`src/design/direct_mapped_cache_core_macros.svh`:
```
// Assertion macros shared by the cache core.
`ifndef DIRECT_MAPPED_CACHE_CORE_MACROS_SVH
`define DIRECT_MAPPED_CACHE_CORE_MACROS_SVH

// Check that a condition implies another in the same cycle.
`define DMC_ASSERT_SAME(label, cond, prop) \
    label: assert property (@(posedge clk) disable iff (!rst_n) (cond) |-> (prop)) \
        else $error("cache core check failed");

// Check that a condition implies another in the next cycle.
`define DMC_ASSERT_NEXT(label, cond, prop) \
    label: assert property (@(posedge clk) disable iff (!rst_n) (cond) |=> (prop)) \
        else $error("cache core check failed");

`endif

```
`src/design/dmc_pkg.sv`:
```
// Shared widths, line layout and counter types for the direct-mapped cache.
package dmc_pkg;

    localparam int ADDR_W      = 8;
    localparam int BYTE_W      = 8;
    localparam int INDEX_WIDTH = 3;
    localparam int TAG_W       = ADDR_W - INDEX_WIDTH;
    localparam int LINE_COUNT  = 1 << INDEX_WIDTH;
    localparam int COUNT_W     = 32;
    localparam logic [BYTE_W-1:0] MISS_PENALTY_RESET = 8'd10;

    typedef logic [INDEX_WIDTH-1:0] index_t;
    typedef logic [TAG_W-1:0]       tag_t;

    // One stored line: tag and cached byte
    typedef struct packed {
        tag_t              tag;
        logic [BYTE_W-1:0] data;
    } line_t;

    // Counter update request from the lookup control
    typedef struct packed {
        logic              update;
        logic              hit;
        logic [BYTE_W-1:0] stall;
    } count_upd_t;

    // Counter values after the pending update
    typedef struct packed {
        logic [COUNT_W-1:0] hit_total;
        logic [COUNT_W-1:0] miss_total;
        logic [COUNT_W-1:0] stall_total;
    } count_vals_t;

endpackage

```
`src/design/direct_mapped_cache_core.sv`:
```
// Direct-mapped write-through, write-allocate byte cache core.
// Each access reads its line from RAM, then compares and updates it as it commits.
// Accesses do not overlap: each reads then writes the line RAM before the next is taken.
// A full output register holds the commit; input is taken again once it commits.
// Reset: all lines invalid, counters zero, miss_penalty 10; no clearing pass.
`include "direct_mapped_cache_core_macros.svh"
module direct_mapped_cache_core
    import dmc_pkg::*;
(
    input  logic               clk,
    input  logic               rst_n,
    input  logic               cfg_wen,
    input  logic [BYTE_W-1:0]  cfg_wdata,
    input  logic               in_valid,
    output logic               in_ready,
    input  logic               mode,
    input  logic [ADDR_W-1:0]  address,
    input  logic [BYTE_W-1:0]  write_data,
    input  logic [BYTE_W-1:0]  fill_data,
    output logic               out_valid,
    input  logic               out_ready,
    output logic [BYTE_W-1:0]  read_data,
    output logic               hit,
    output logic [BYTE_W-1:0]  miss_stall,
    output logic               mem_write_enable,
    output logic [ADDR_W-1:0]  mem_write_address,
    output logic [BYTE_W-1:0]  mem_write_byte,
    output logic [COUNT_W-1:0] hit_total,
    output logic [COUNT_W-1:0] miss_total,
    output logic [COUNT_W-1:0] stall_total
);

    typedef enum logic {
        S_IDLE,
        S_READ
    } state_t;

    state_t              state_reg;
    logic [BYTE_W-1:0]   penalty_reg;
    logic [LINE_COUNT-1:0] valid_reg;

    logic                mode_reg;
    logic [ADDR_W-1:0]   addr_reg;
    logic [BYTE_W-1:0]   wdata_reg;
    logic [BYTE_W-1:0]   fdata_reg;

    logic                in_beat;
    logic                commit;
    index_t              idx;
    tag_t                tag;
    logic                is_hit;
    logic [BYTE_W-1:0]   stall;
    line_t               rd_line;
    line_t               wr_line;
    count_upd_t          upd;
    count_vals_t         vals_next;

    assign in_ready = (state_reg == S_IDLE);
    assign in_beat  = in_valid && in_ready;
    assign commit   = (state_reg == S_READ) && (!out_valid || out_ready);

    // Decode the held access against the line read back from RAM
    always_comb
    begin
        idx     = addr_reg[INDEX_WIDTH-1:0];
        tag     = addr_reg[ADDR_W-1:INDEX_WIDTH];
        is_hit  = valid_reg[idx] && (rd_line.tag == tag);
        stall   = (is_hit || penalty_reg == '0) ? '0 : penalty_reg - 1'b1;
        wr_line.tag = tag;
        if (mode_reg)
        begin
            wr_line.data = wdata_reg;
        end
        else
        begin
            wr_line.data = is_hit ? rd_line.data : fdata_reg;
        end
        upd.update = commit;
        upd.hit    = is_hit;
        upd.stall  = stall;
    end

    dmc_line_ram #(
        .ADDR_BITS (INDEX_WIDTH),
        .DATA_BITS ($bits(line_t))
    ) u_line_ram (
        .clk     (clk),
        .wr_en   (commit),
        .wr_addr (idx),
        .wr_data (wr_line),
        .rd_en   (in_beat),
        .rd_addr (address[INDEX_WIDTH-1:0]),
        .rd_data (rd_line)
    );

    dmc_counters u_counters (
        .clk       (clk),
        .rst_n     (rst_n),
        .upd       (upd),
        .vals_next (vals_next)
    );

    // Hold the accepted access while its line is read
    always_ff @(posedge clk)
    begin
        if (in_beat)
        begin
            mode_reg  <= mode;
            addr_reg  <= address;
            wdata_reg <= write_data;
            fdata_reg <= fill_data;
        end
    end

    // Configuration register
    always_ff @(posedge clk or negedge rst_n)
    begin
        if (!rst_n)
        begin
            penalty_reg <= MISS_PENALTY_RESET;
        end
        else if (cfg_wen)
        begin
            penalty_reg <= cfg_wdata;
        end
    end

    // Mark lines valid as they are allocated
    always_ff @(posedge clk or negedge rst_n)
    begin
        if (!rst_n)
        begin
            valid_reg <= '0;
        end
        else if (commit)
        begin
            valid_reg[idx] <= 1'b1;
        end
    end

    // Sequence state and load the result register
    always_ff @(posedge clk or negedge rst_n)
    begin
        if (!rst_n)
        begin
            state_reg <= S_IDLE;
            out_valid <= 1'b0;
        end
        else
        begin
            unique case (state_reg)
                S_IDLE:
                begin
                    if (in_beat)
                    begin
                        state_reg <= S_READ;
                    end
                    if (out_ready)
                    begin
                        out_valid <= 1'b0;
                    end
                end
                S_READ:
                begin
                    if (commit)
                    begin
                        state_reg <= S_IDLE;
                        out_valid <= 1'b1;
                    end
                end
                default:
                begin
                    state_reg <= S_IDLE;
                end
            endcase
        end
    end

    // Result payload
    always_ff @(posedge clk)
    begin
        if (commit)
        begin
            read_data         <= mode_reg ? '0 : wr_line.data;
            hit               <= is_hit;
            miss_stall        <= stall;
            mem_write_enable  <= mode_reg;
            mem_write_address <= mode_reg ? addr_reg : '0;
            mem_write_byte    <= mode_reg ? wdata_reg : '0;
            hit_total         <= vals_next.hit_total;
            miss_total        <= vals_next.miss_total;
            stall_total       <= vals_next.stall_total;
        end
    end

    // Checks
    `DMC_ASSERT_NEXT(a_accept_reads, in_beat, state_reg == S_READ && !in_ready)
    `DMC_ASSERT_NEXT(a_commit_shows, commit, out_valid && valid_reg[$past(idx)])
    `DMC_ASSERT_SAME(a_hit_no_stall, out_valid && hit, miss_stall == '0)
    `DMC_ASSERT_SAME(a_miss_counted, out_valid && !hit, miss_total != '0)

endmodule

```
`src/design/dmc_line_ram.sv`:
```
// Generic single-port-write, registered-read RAM holding the cache lines.
module dmc_line_ram #(
    parameter int ADDR_BITS = 3,
    parameter int DATA_BITS = 13
) (
    input  logic                 clk,
    input  logic                 wr_en,
    input  logic [ADDR_BITS-1:0] wr_addr,
    input  logic [DATA_BITS-1:0] wr_data,
    input  logic                 rd_en,
    input  logic [ADDR_BITS-1:0] rd_addr,
    output logic [DATA_BITS-1:0] rd_data
);

    logic [DATA_BITS-1:0] mem [1 << ADDR_BITS];

    // Write port
    always_ff @(posedge clk)
    begin
        if (wr_en)
        begin
            mem[wr_addr] <= wr_data;
        end
    end

    // Registered read port
    always_ff @(posedge clk)
    begin
        if (rd_en)
        begin
            rd_data <= mem[rd_addr];
        end
    end

endmodule

```
`src/design/dmc_counters.sv`:
```
// Saturating hit, miss and stall counters.
module dmc_counters
    import dmc_pkg::*;
(
    input  logic        clk,
    input  logic        rst_n,
    input  count_upd_t  upd,
    output count_vals_t vals_next
);

    logic [COUNT_W-1:0] hit_reg, miss_reg, stall_reg;
    logic [COUNT_W:0]   hit_sum, miss_sum, stall_sum;

    // Add with carry out; clamp on overflow
    always_comb
    begin
        hit_sum   = {1'b0, hit_reg} + {{COUNT_W{1'b0}}, upd.hit};
        miss_sum  = {1'b0, miss_reg} + {{COUNT_W{1'b0}}, !upd.hit};
        stall_sum = {1'b0, stall_reg} + {{(COUNT_W + 1 - BYTE_W){1'b0}}, upd.stall};
        vals_next.hit_total   = hit_sum[COUNT_W]   ? '1 : hit_sum[COUNT_W-1:0];
        vals_next.miss_total  = miss_sum[COUNT_W]  ? '1 : miss_sum[COUNT_W-1:0];
        vals_next.stall_total = stall_sum[COUNT_W] ? '1 : stall_sum[COUNT_W-1:0];
    end

    // Advance counters on each committed access
    always_ff @(posedge clk or negedge rst_n)
    begin
        if (!rst_n)
        begin
            hit_reg   <= '0;
            miss_reg  <= '0;
            stall_reg <= '0;
        end
        else if (upd.update)
        begin
            hit_reg   <= vals_next.hit_total;
            miss_reg  <= vals_next.miss_total;
            stall_reg <= vals_next.stall_total;
        end
    end

endmodule
```
`config.mk`:
```
export PLATFORM = sky130hd
export DESIGN_NAME = direct_mapped_cache_core
export DESIGN_NICKNAME = d
export VERILOG_FILES = /design/src/design/dmc_pkg.sv /design/src/design/direct_mapped_cache_core.sv /design/src/design/dmc_line_ram.sv /design/src/design/dmc_counters.sv
export VERILOG_INCLUDE_DIRS = /design/src /design/src/design
export SDC_FILE = /design/constraint.sdc
export NUM_CORES = 1
export LEC_CHECK = 0
export BUFFER_PORTS_ARGS = -buffer_cell sky130_fd_sc_hd__buf_2
export CAP_MARGIN = 15
export CORE_MARGIN = 1.5
export CORE_UTILIZATION = 30
export CTS_CLUSTER_SIZE = 8
export DETAILED_ROUTE_END_ITERATION = 10
export PLACE_DENSITY = 0.46
export SYNTH_ARGS = -nofsm -noshare
export SYNTH_HDL_FRONTEND = slang
export SYNTH_SLANG_ARGS = --single-unit
```
`constraint.sdc`:
```
create_clock -name clk -period 7.4 [get_ports clk]
set_clock_uncertainty 0.1 [all_clocks]
set_input_delay 0.37 -clock clk [delete_from_list [all_inputs] [get_ports clk]]
set_output_delay 0.37 -clock clk [all_outputs]
set_load 0.02 [all_outputs]
```
==> out/qor.yml, run 1 <==
status: "complete, no violations"
wl_per_cell_um: 18.2
pwr-share-comb_pct: 16.1
start_util_pct: 30.5
grt_overflow: 0
synth.distinct_cells: 66
cp-start-kind: "register"
avgSynthCellArea_um2: 13.6
p_leak_nw: 7.92
synthCells: 1244
routed_wl_mm: 40.9
cp.required_ps: 7570
period_share_pct: 71.8
max_slew_margin_pct: 27.0
ir_worst_vdd_uv: 167
place_inst: 2112
p_clk_share_pct: 38.6
largest_reg_flops: 104
syn-num-nets: 1296
antenna_found_initial: 0
cts_buffer_depth: 3
hp-class: "primary input to register"
synth.area.mux_share_pct: 7.71
diodes: 0
tns_ps: 0
maxCapViolCount: 0
io_pins: 170
worstPathArrival_ps: 5480
die_area_mm2: 0.0577
rsz0062_at_grt: "no"
fin_crit_ps: 5320
die_w_um: 240
netlist_top_cells_area: "edfxtp_1, dfrtp_1, mux2_2, mux4_2, nand2_1"
yosys-top-cells-count: "edfxtp_1, dfrtp_1, nand2_1, a21oi_1, nor2_1"
synth_xor_xnor_area_share_pct: 3.42
syn_area_mm2: 0.0169
place.gp.congestion: 0.774
yosys_warnings: 0
coreArea_mm2: 0.0554
fin_nets: 1505
grt_start_max_net_pins: 77
ys_seq_area_share_pct: 65.3
layout-drive-gt1-share_pct: 23.8
n_fill_cell: 5339
fin_cells: 2247
setup_viol: 0
cts.clk_slew.worst_paths_ps: 50
synth_simple_gate_area_share_pct: 12.3
netSwitchingPower_w: 0.00172
drt_first_pass_iters: 7
endpoint_kind: "register"
ys_ff_latch: 386
cts_tree: "built"
synth_top_area_share_pct: 48.4
power_density_mw_per_mm2: 295
grt_pass1_wl_mm: 63.6
synth_compound_area_share_pct: 8.14
slew_viol_final: 0
p_int_w: 0.00432
cts_num_sinks: 386
cts_htree_levels: 2
seqPwrFrac_pct: 45.3
synth_top_family_by_area: "simple AND/OR/NAND/NOR gates"
area_growth_pct: 21.3
cts_buffers: 54
cp_max_fo: 22
drtIter0Drc: 750
max_freq_mhz: 188
viasPerCell: 4.83
die_h_um: 240
async_reset_ff_share_pct: 29.5
root_buffer: "clkbuf_16"
clk_latency_ps: 620
dr_total_vias: 10900
sw_frac_of_total_pct: 28.5
synth_edf_count: 272
drc_errors: 0
synthFlopType: "edfxtp_1"
regMostFlops: "u_line_ram.mem"
yosysTopAreaCell: "edfxtp_1"
synth.most_common_cell: "edfxtp_1"
ant_nets: 0
io_buffers: 169
hold_viol_final: 0
grtUsageTotal_pct: 14.3
tightest_slew_ps: 1090
grt_pass1_vias: 10900
synth_fa_ha_area_share_pct: 1.08
critical_path_class: "register to register"
hpwlAfterDp_mm: 25.9
rows: 86
[cell families (layout without fill, tap and decap cells)]
group	after synthesis	after routing
AND/OR/NAND/NOR	391	391
flip-flops	386	386
AO/OA/AOI/OAI	222	222
multiplexers	91	91
buffers and inverters	74	329
XOR/XNOR	66	66
adder cells (fa/ha/maj)	14	14
[cell usage in the layout (no fill, tap or decap), types with 35 or more instances in the layout]
| master | n |
|---|---|
| edfxtp_1 | 272 |
| mux2_2 | 52 |
| o21ai_0 | 38 |
| a31oi_1 | 60 |
| buf_2 | 168 |
| xnor2_1 | 41 |
| nand3_1 | 35 |
| clkbuf_16 | 54 |
| nor2_1 | 62 |
| a21oi_1 | 65 |
| dfrtp_1 | 112 |
| nand2_1 | 104 |
| clkbuf_1 | 44 |
[power groups by stage]
stage	Combinational, W	Sequential (W)	Clock (W)
2_1_floorplan	0.000525	0.00288	0
3_3_place_gp	0.000963	0.00278	0
5_1_grt	0.00108	0.00276	0.00250
6_report	0.000970	0.00274	0.00233
4_1_cts	0.000985	0.00274	0.00241
3_5_place_dp	0.000967	0.00278	0
[worst paths after layout]
kind	cells past startpoint	startpoint	endpoint	slack, ps
worst min register to register	1	valid_reg[0]	valid_reg[0]	370
min in group asynchronous	2	rst_n	state_reg	270
worst min-delay path	2	cfg_wen	penalty_reg[0]	70
worst max-delay path	12	addr_reg[0]	stall_total[9]	2080
max in group asynchronous	3	rst_n	u_counters.miss_reg[16]	5520
worst max register to register	12	addr_reg[0]	stall_total[9]	2080
[cell type report]
type	instances	area [um^2]	area share, %
Timing Repair Buffer	217	1290	6.30
Inverter	10	45.0	0.220
Clock inverter	4	95.1	0.464
Tap cell	748	936	4.57
Sequential cell	386	11000	53.8
Clock buffer	98	1520	7.40
Multi-Input combinational cell	784	5580	27.2
[metrics by stage]
| step | power (W) | worst slack, ps | hold WS, ps | instance area, um^2 | util (%) |
|---|---|---|---|---|---|
| 6_report | 0.00604 | 2080 | 65.9 | 20500 | 37.0 |
| 5_1_grt | 0.00634 | 1560 | 75.6 | 20500 | 37.0 |
| 4_1_cts | 0.00613 | 2060 | 31.0 | 20500 | 37.0 |
| 3_5_place_dp | 0.00375 | 2130 | 359 | 18500 | 33.5 |
| 3_3_place_gp | 0.00374 | 2300 | 366 | 18500 | 33.4 |
| 2_1_floorplan | 0.00341 | 1730 | -25.6 | 16900 | - |
[what timing repair did]
item / in CTS / in global routing
hold endpoints to repair: 78 / 0
setup buffers: 0 / 0
hold buffers: 33 / 0
resized for setup: 0 / 0
[critical path, stage by stage, from the launching register on]
cell       delay (ps)
edfxtp_1          590
nor4bb_1          220
nor4_1            450
o2111ai_2         280
o31ai_1           310
nor2_1            150
ha_1              270
fa_1              430
a211oi_1          510
o211ai_1          360
and4_1            430
nand2_1           650
o21ai_0           210
[routing by layer]
metal	part of all wire [%]	vias up	track usage (%)
met4	2.3	0	4.21
met2	46	205	22.7
met1	47	5401	19.7
li1	-	5192	-
met5	0	-	0
met3	4.0	65	2.80
Power figures use the tool's default switching activity.
==> run 2, diff against run 1 <==
==> constraint.sdc (replaced) <==
create_clock -name clk -period 5.15 [get_ports clk]
set_clock_uncertainty 0.1 [all_clocks]
set_input_delay 0.2575 -clock clk [delete_from_list [all_inputs] [get_ports clk]]
set_output_delay 0.2575 -clock clk [all_outputs]
set_load 0.02 [all_outputs]
==> out/qor.yml, run 2 (synthesis results as in run 1) <==
grt_pass1_wl_mm: 63.8  # +0.30%
tns_ps: 0  # unchanged
slew_viol_final: 0  # unchanged
ant_nets: 0  # unchanged
critical_path_class: "register to register"
cts_buffers: 55  # +1.9%
final_common_cell: "edfxtp_1"
drc_errors: 0  # unchanged
cp-start-kind: "register"
cts_htree_levels: 2  # unchanged
grtUsageTotal_pct: 14.2  # -0.047 points
die_w_um: 240  # unchanged
netSwitchingPower_w: 0.00246  # +43%
layout-drive-gt1-share_pct: 24.4  # +0.61 points
wl_per_cell_um: 18.1  # -0.53%
post_cts_buffers: 0  # unchanged
drt_first_pass_iters: 5  # -2
area_growth_pct: 22.6
die_area_mm2: 0.0577  # unchanged
hp-start: "address[1]"
ir_worst_vdd_uv: 273  # +63%
dr_total_vias: 11000  # +1.4%
tightest_slew_ps: 1070  # -14.4 ps
pwr-share-comb_pct: 16.0  # about the same
fin_nets: 1527  # +1.5%
regArea_mm2: 0.0110  # unchanged
coreArea_mm2: 0.0554  # unchanged
grt_pass1_vias: 11000  # +0.92%
endpoint_kind: "register"
io_buffers: 169  # unchanged
hpwlAfterDp_mm: 26.0  # +0.61%
viasPerCell: 4.86  # +0.47%
die_h_um: 240  # unchanged
detailedPlace.worstSlack_ps: 647  # -1480 ps
cts_num_sinks: 386  # unchanged
routed_wl_mm: 41.1  # +0.40%
status: "complete, no violations"
rsz0062_at_grt: "no"
setup_viol: 0  # unchanged
grt_start_max_net_pins: 119  # +55%
clk_latency_ps: 620  # about the same
cts_buffer_depth: 3  # unchanged
antenna_found_initial: 3  # +3
cts.clk_slew.worst_paths_ps: 50  # about the same
max_freq_mhz: 222  # +18%
period_share_pct: 87.6  # +16 points
reg2reg_to: "u_counters.stall_reg[31]"
drtIter0Drc: 576  # -23%
rows: 86  # unchanged
n_fill_cell: 5341  # +0.037%
postLayoutCellArea_mm2: 0.0207  # +1.1%
grt_overflow: 0  # unchanged
start_util_pct: 30.5  # unchanged
fin_crit_ps: 4510  # -803 ps
maxCapViolCount: 0  # unchanged
hp-class: "primary input to register"
root_buffer: "clkbuf_16"
whs_path_depth: 1  # -1
multi_input_area_mm2: 0.00558  # unchanged
seqPwrFrac_pct: 45.1  # -0.2 points
max_slew_margin_pct: 28.5  # +1.5 points
largest_reg_flops: 104  # unchanged
cp_max_fo: 13  # -41%
reg2regPathDepth: 13  # +1
setup_slack_ps: 638  # -1450 ps
io_pins: 170  # unchanged
min_to: "addr_reg[1]"
sw_frac_of_total_pct: 28.2  # -0.23 points
cp.required_ps: 5500  # -2070 ps
hold_viol_final: 0  # unchanged
cts_tree: "built"
regMostFlops: "u_line_ram.mem"
p_int_w: 0.00627  # +45%
place_area_mm2: 0.0186  # +0.41%
p_clk_share_pct: 38.8  # +0.2 points
p_leak_nw: 8.03  # +1.4%
worstPathArrival_ps: 4860  # -620 ps
power_density_mw_per_mm2: 422  # +43%
place.gp.congestion: 0.798  # +3.0%
r2r_setup_slack_ps: 640  # -1450 ps
layout_common_cells: "edfxtp_1, buf_2, dfrtp_1, nand2_1, a21oi_1"
timing.rr.start: "addr_reg[0]"
[run 2: worst max-delay path by stage]
| stage | start | end | cells after the start |
|---|---|---|---|
| after global placement | addr_reg[0] | stall_total[31] | 13 |
| after floorplan | penalty_reg[0] | stall_total[13] | 14 |
| after CTS | addr_reg[0] | u_counters.stall_reg[31] | 13 |
| after global routing | addr_reg[2] | stall_total[30] | 14 |
| final | addr_reg[0] | u_counters.stall_reg[31] | 13 |
| after detailed placement | addr_reg[0] | stall_total[31] | 13 |
[run 2: power by group through the flow]
| stage | clock [W] | sequential (W) | combinational (W) |
|---|---|---|---|
| after floorplan | 0 | 0.00413 | 0.000755 |
| after global placement | 0 | 0.00400 | 0.00139 |
| after detailed placement | 0 | 0.00400 | 0.00139 |
| after CTS | 0.00352 | 0.00395 | 0.00142 |
| after global routing | 0.00364 | 0.00398 | 0.00156 |
| final | 0.00339 | 0.00394 | 0.00140 |
[run 2: through the flow]
stage                     utilization (%)  total power [W]  hold slack, ps  cells
after global routing                 37.4          0.00918             170   2267
after CTS                            37.3          0.00889             166   2266
after floorplan                         -          0.00489            -138   1244
final                                37.4          0.00873             181   2268
after global placement               33.6          0.00539             337   2120
after detailed placement             33.6          0.00539             336   2122
[run 2: critical path, stage by stage (launching register included)]
cell and delay (ps):
edfxtp_1 590, nor4bb_1 220, nor4_1 400, o2111ai_2 270, o31ai_1 130, buf_4 190
nor2_1 80, ha_1 400, nand4_1 150, nor3_1 600, o211ai_2 320, buf_4 270
nor4_1 250, mux2_2 370
[run 2: what timing repair did]
item / in CTS / in global routing
resized for setup: 0 / 0
hold buffers: 43 / 0
hold endpoints to repair: 97 / 0
[run 2: metal layers]
metal / GRT usage (%) / up-vias / wire length, um
met1: 19.4 / 5533 / 19000
met2: 23.0 / 194 / 19700
li1: - / 5237 / -
met3: 2.84 / 52 / 1650
met5: 0 / - / 0
met4: 3.96 / 0 / 791
[run 2: final cells by class]
type                            count  area share [%]
Tap cell                          748            4.52
Multi-Input combinational cell    784            26.9
Sequential cell                   386            53.2
Antenna cell                        1          0.0121
Clock inverter                      5           0.502
Clock buffer                       96            7.44
Inverter                           10           0.218
Timing Repair Buffer              238            7.15
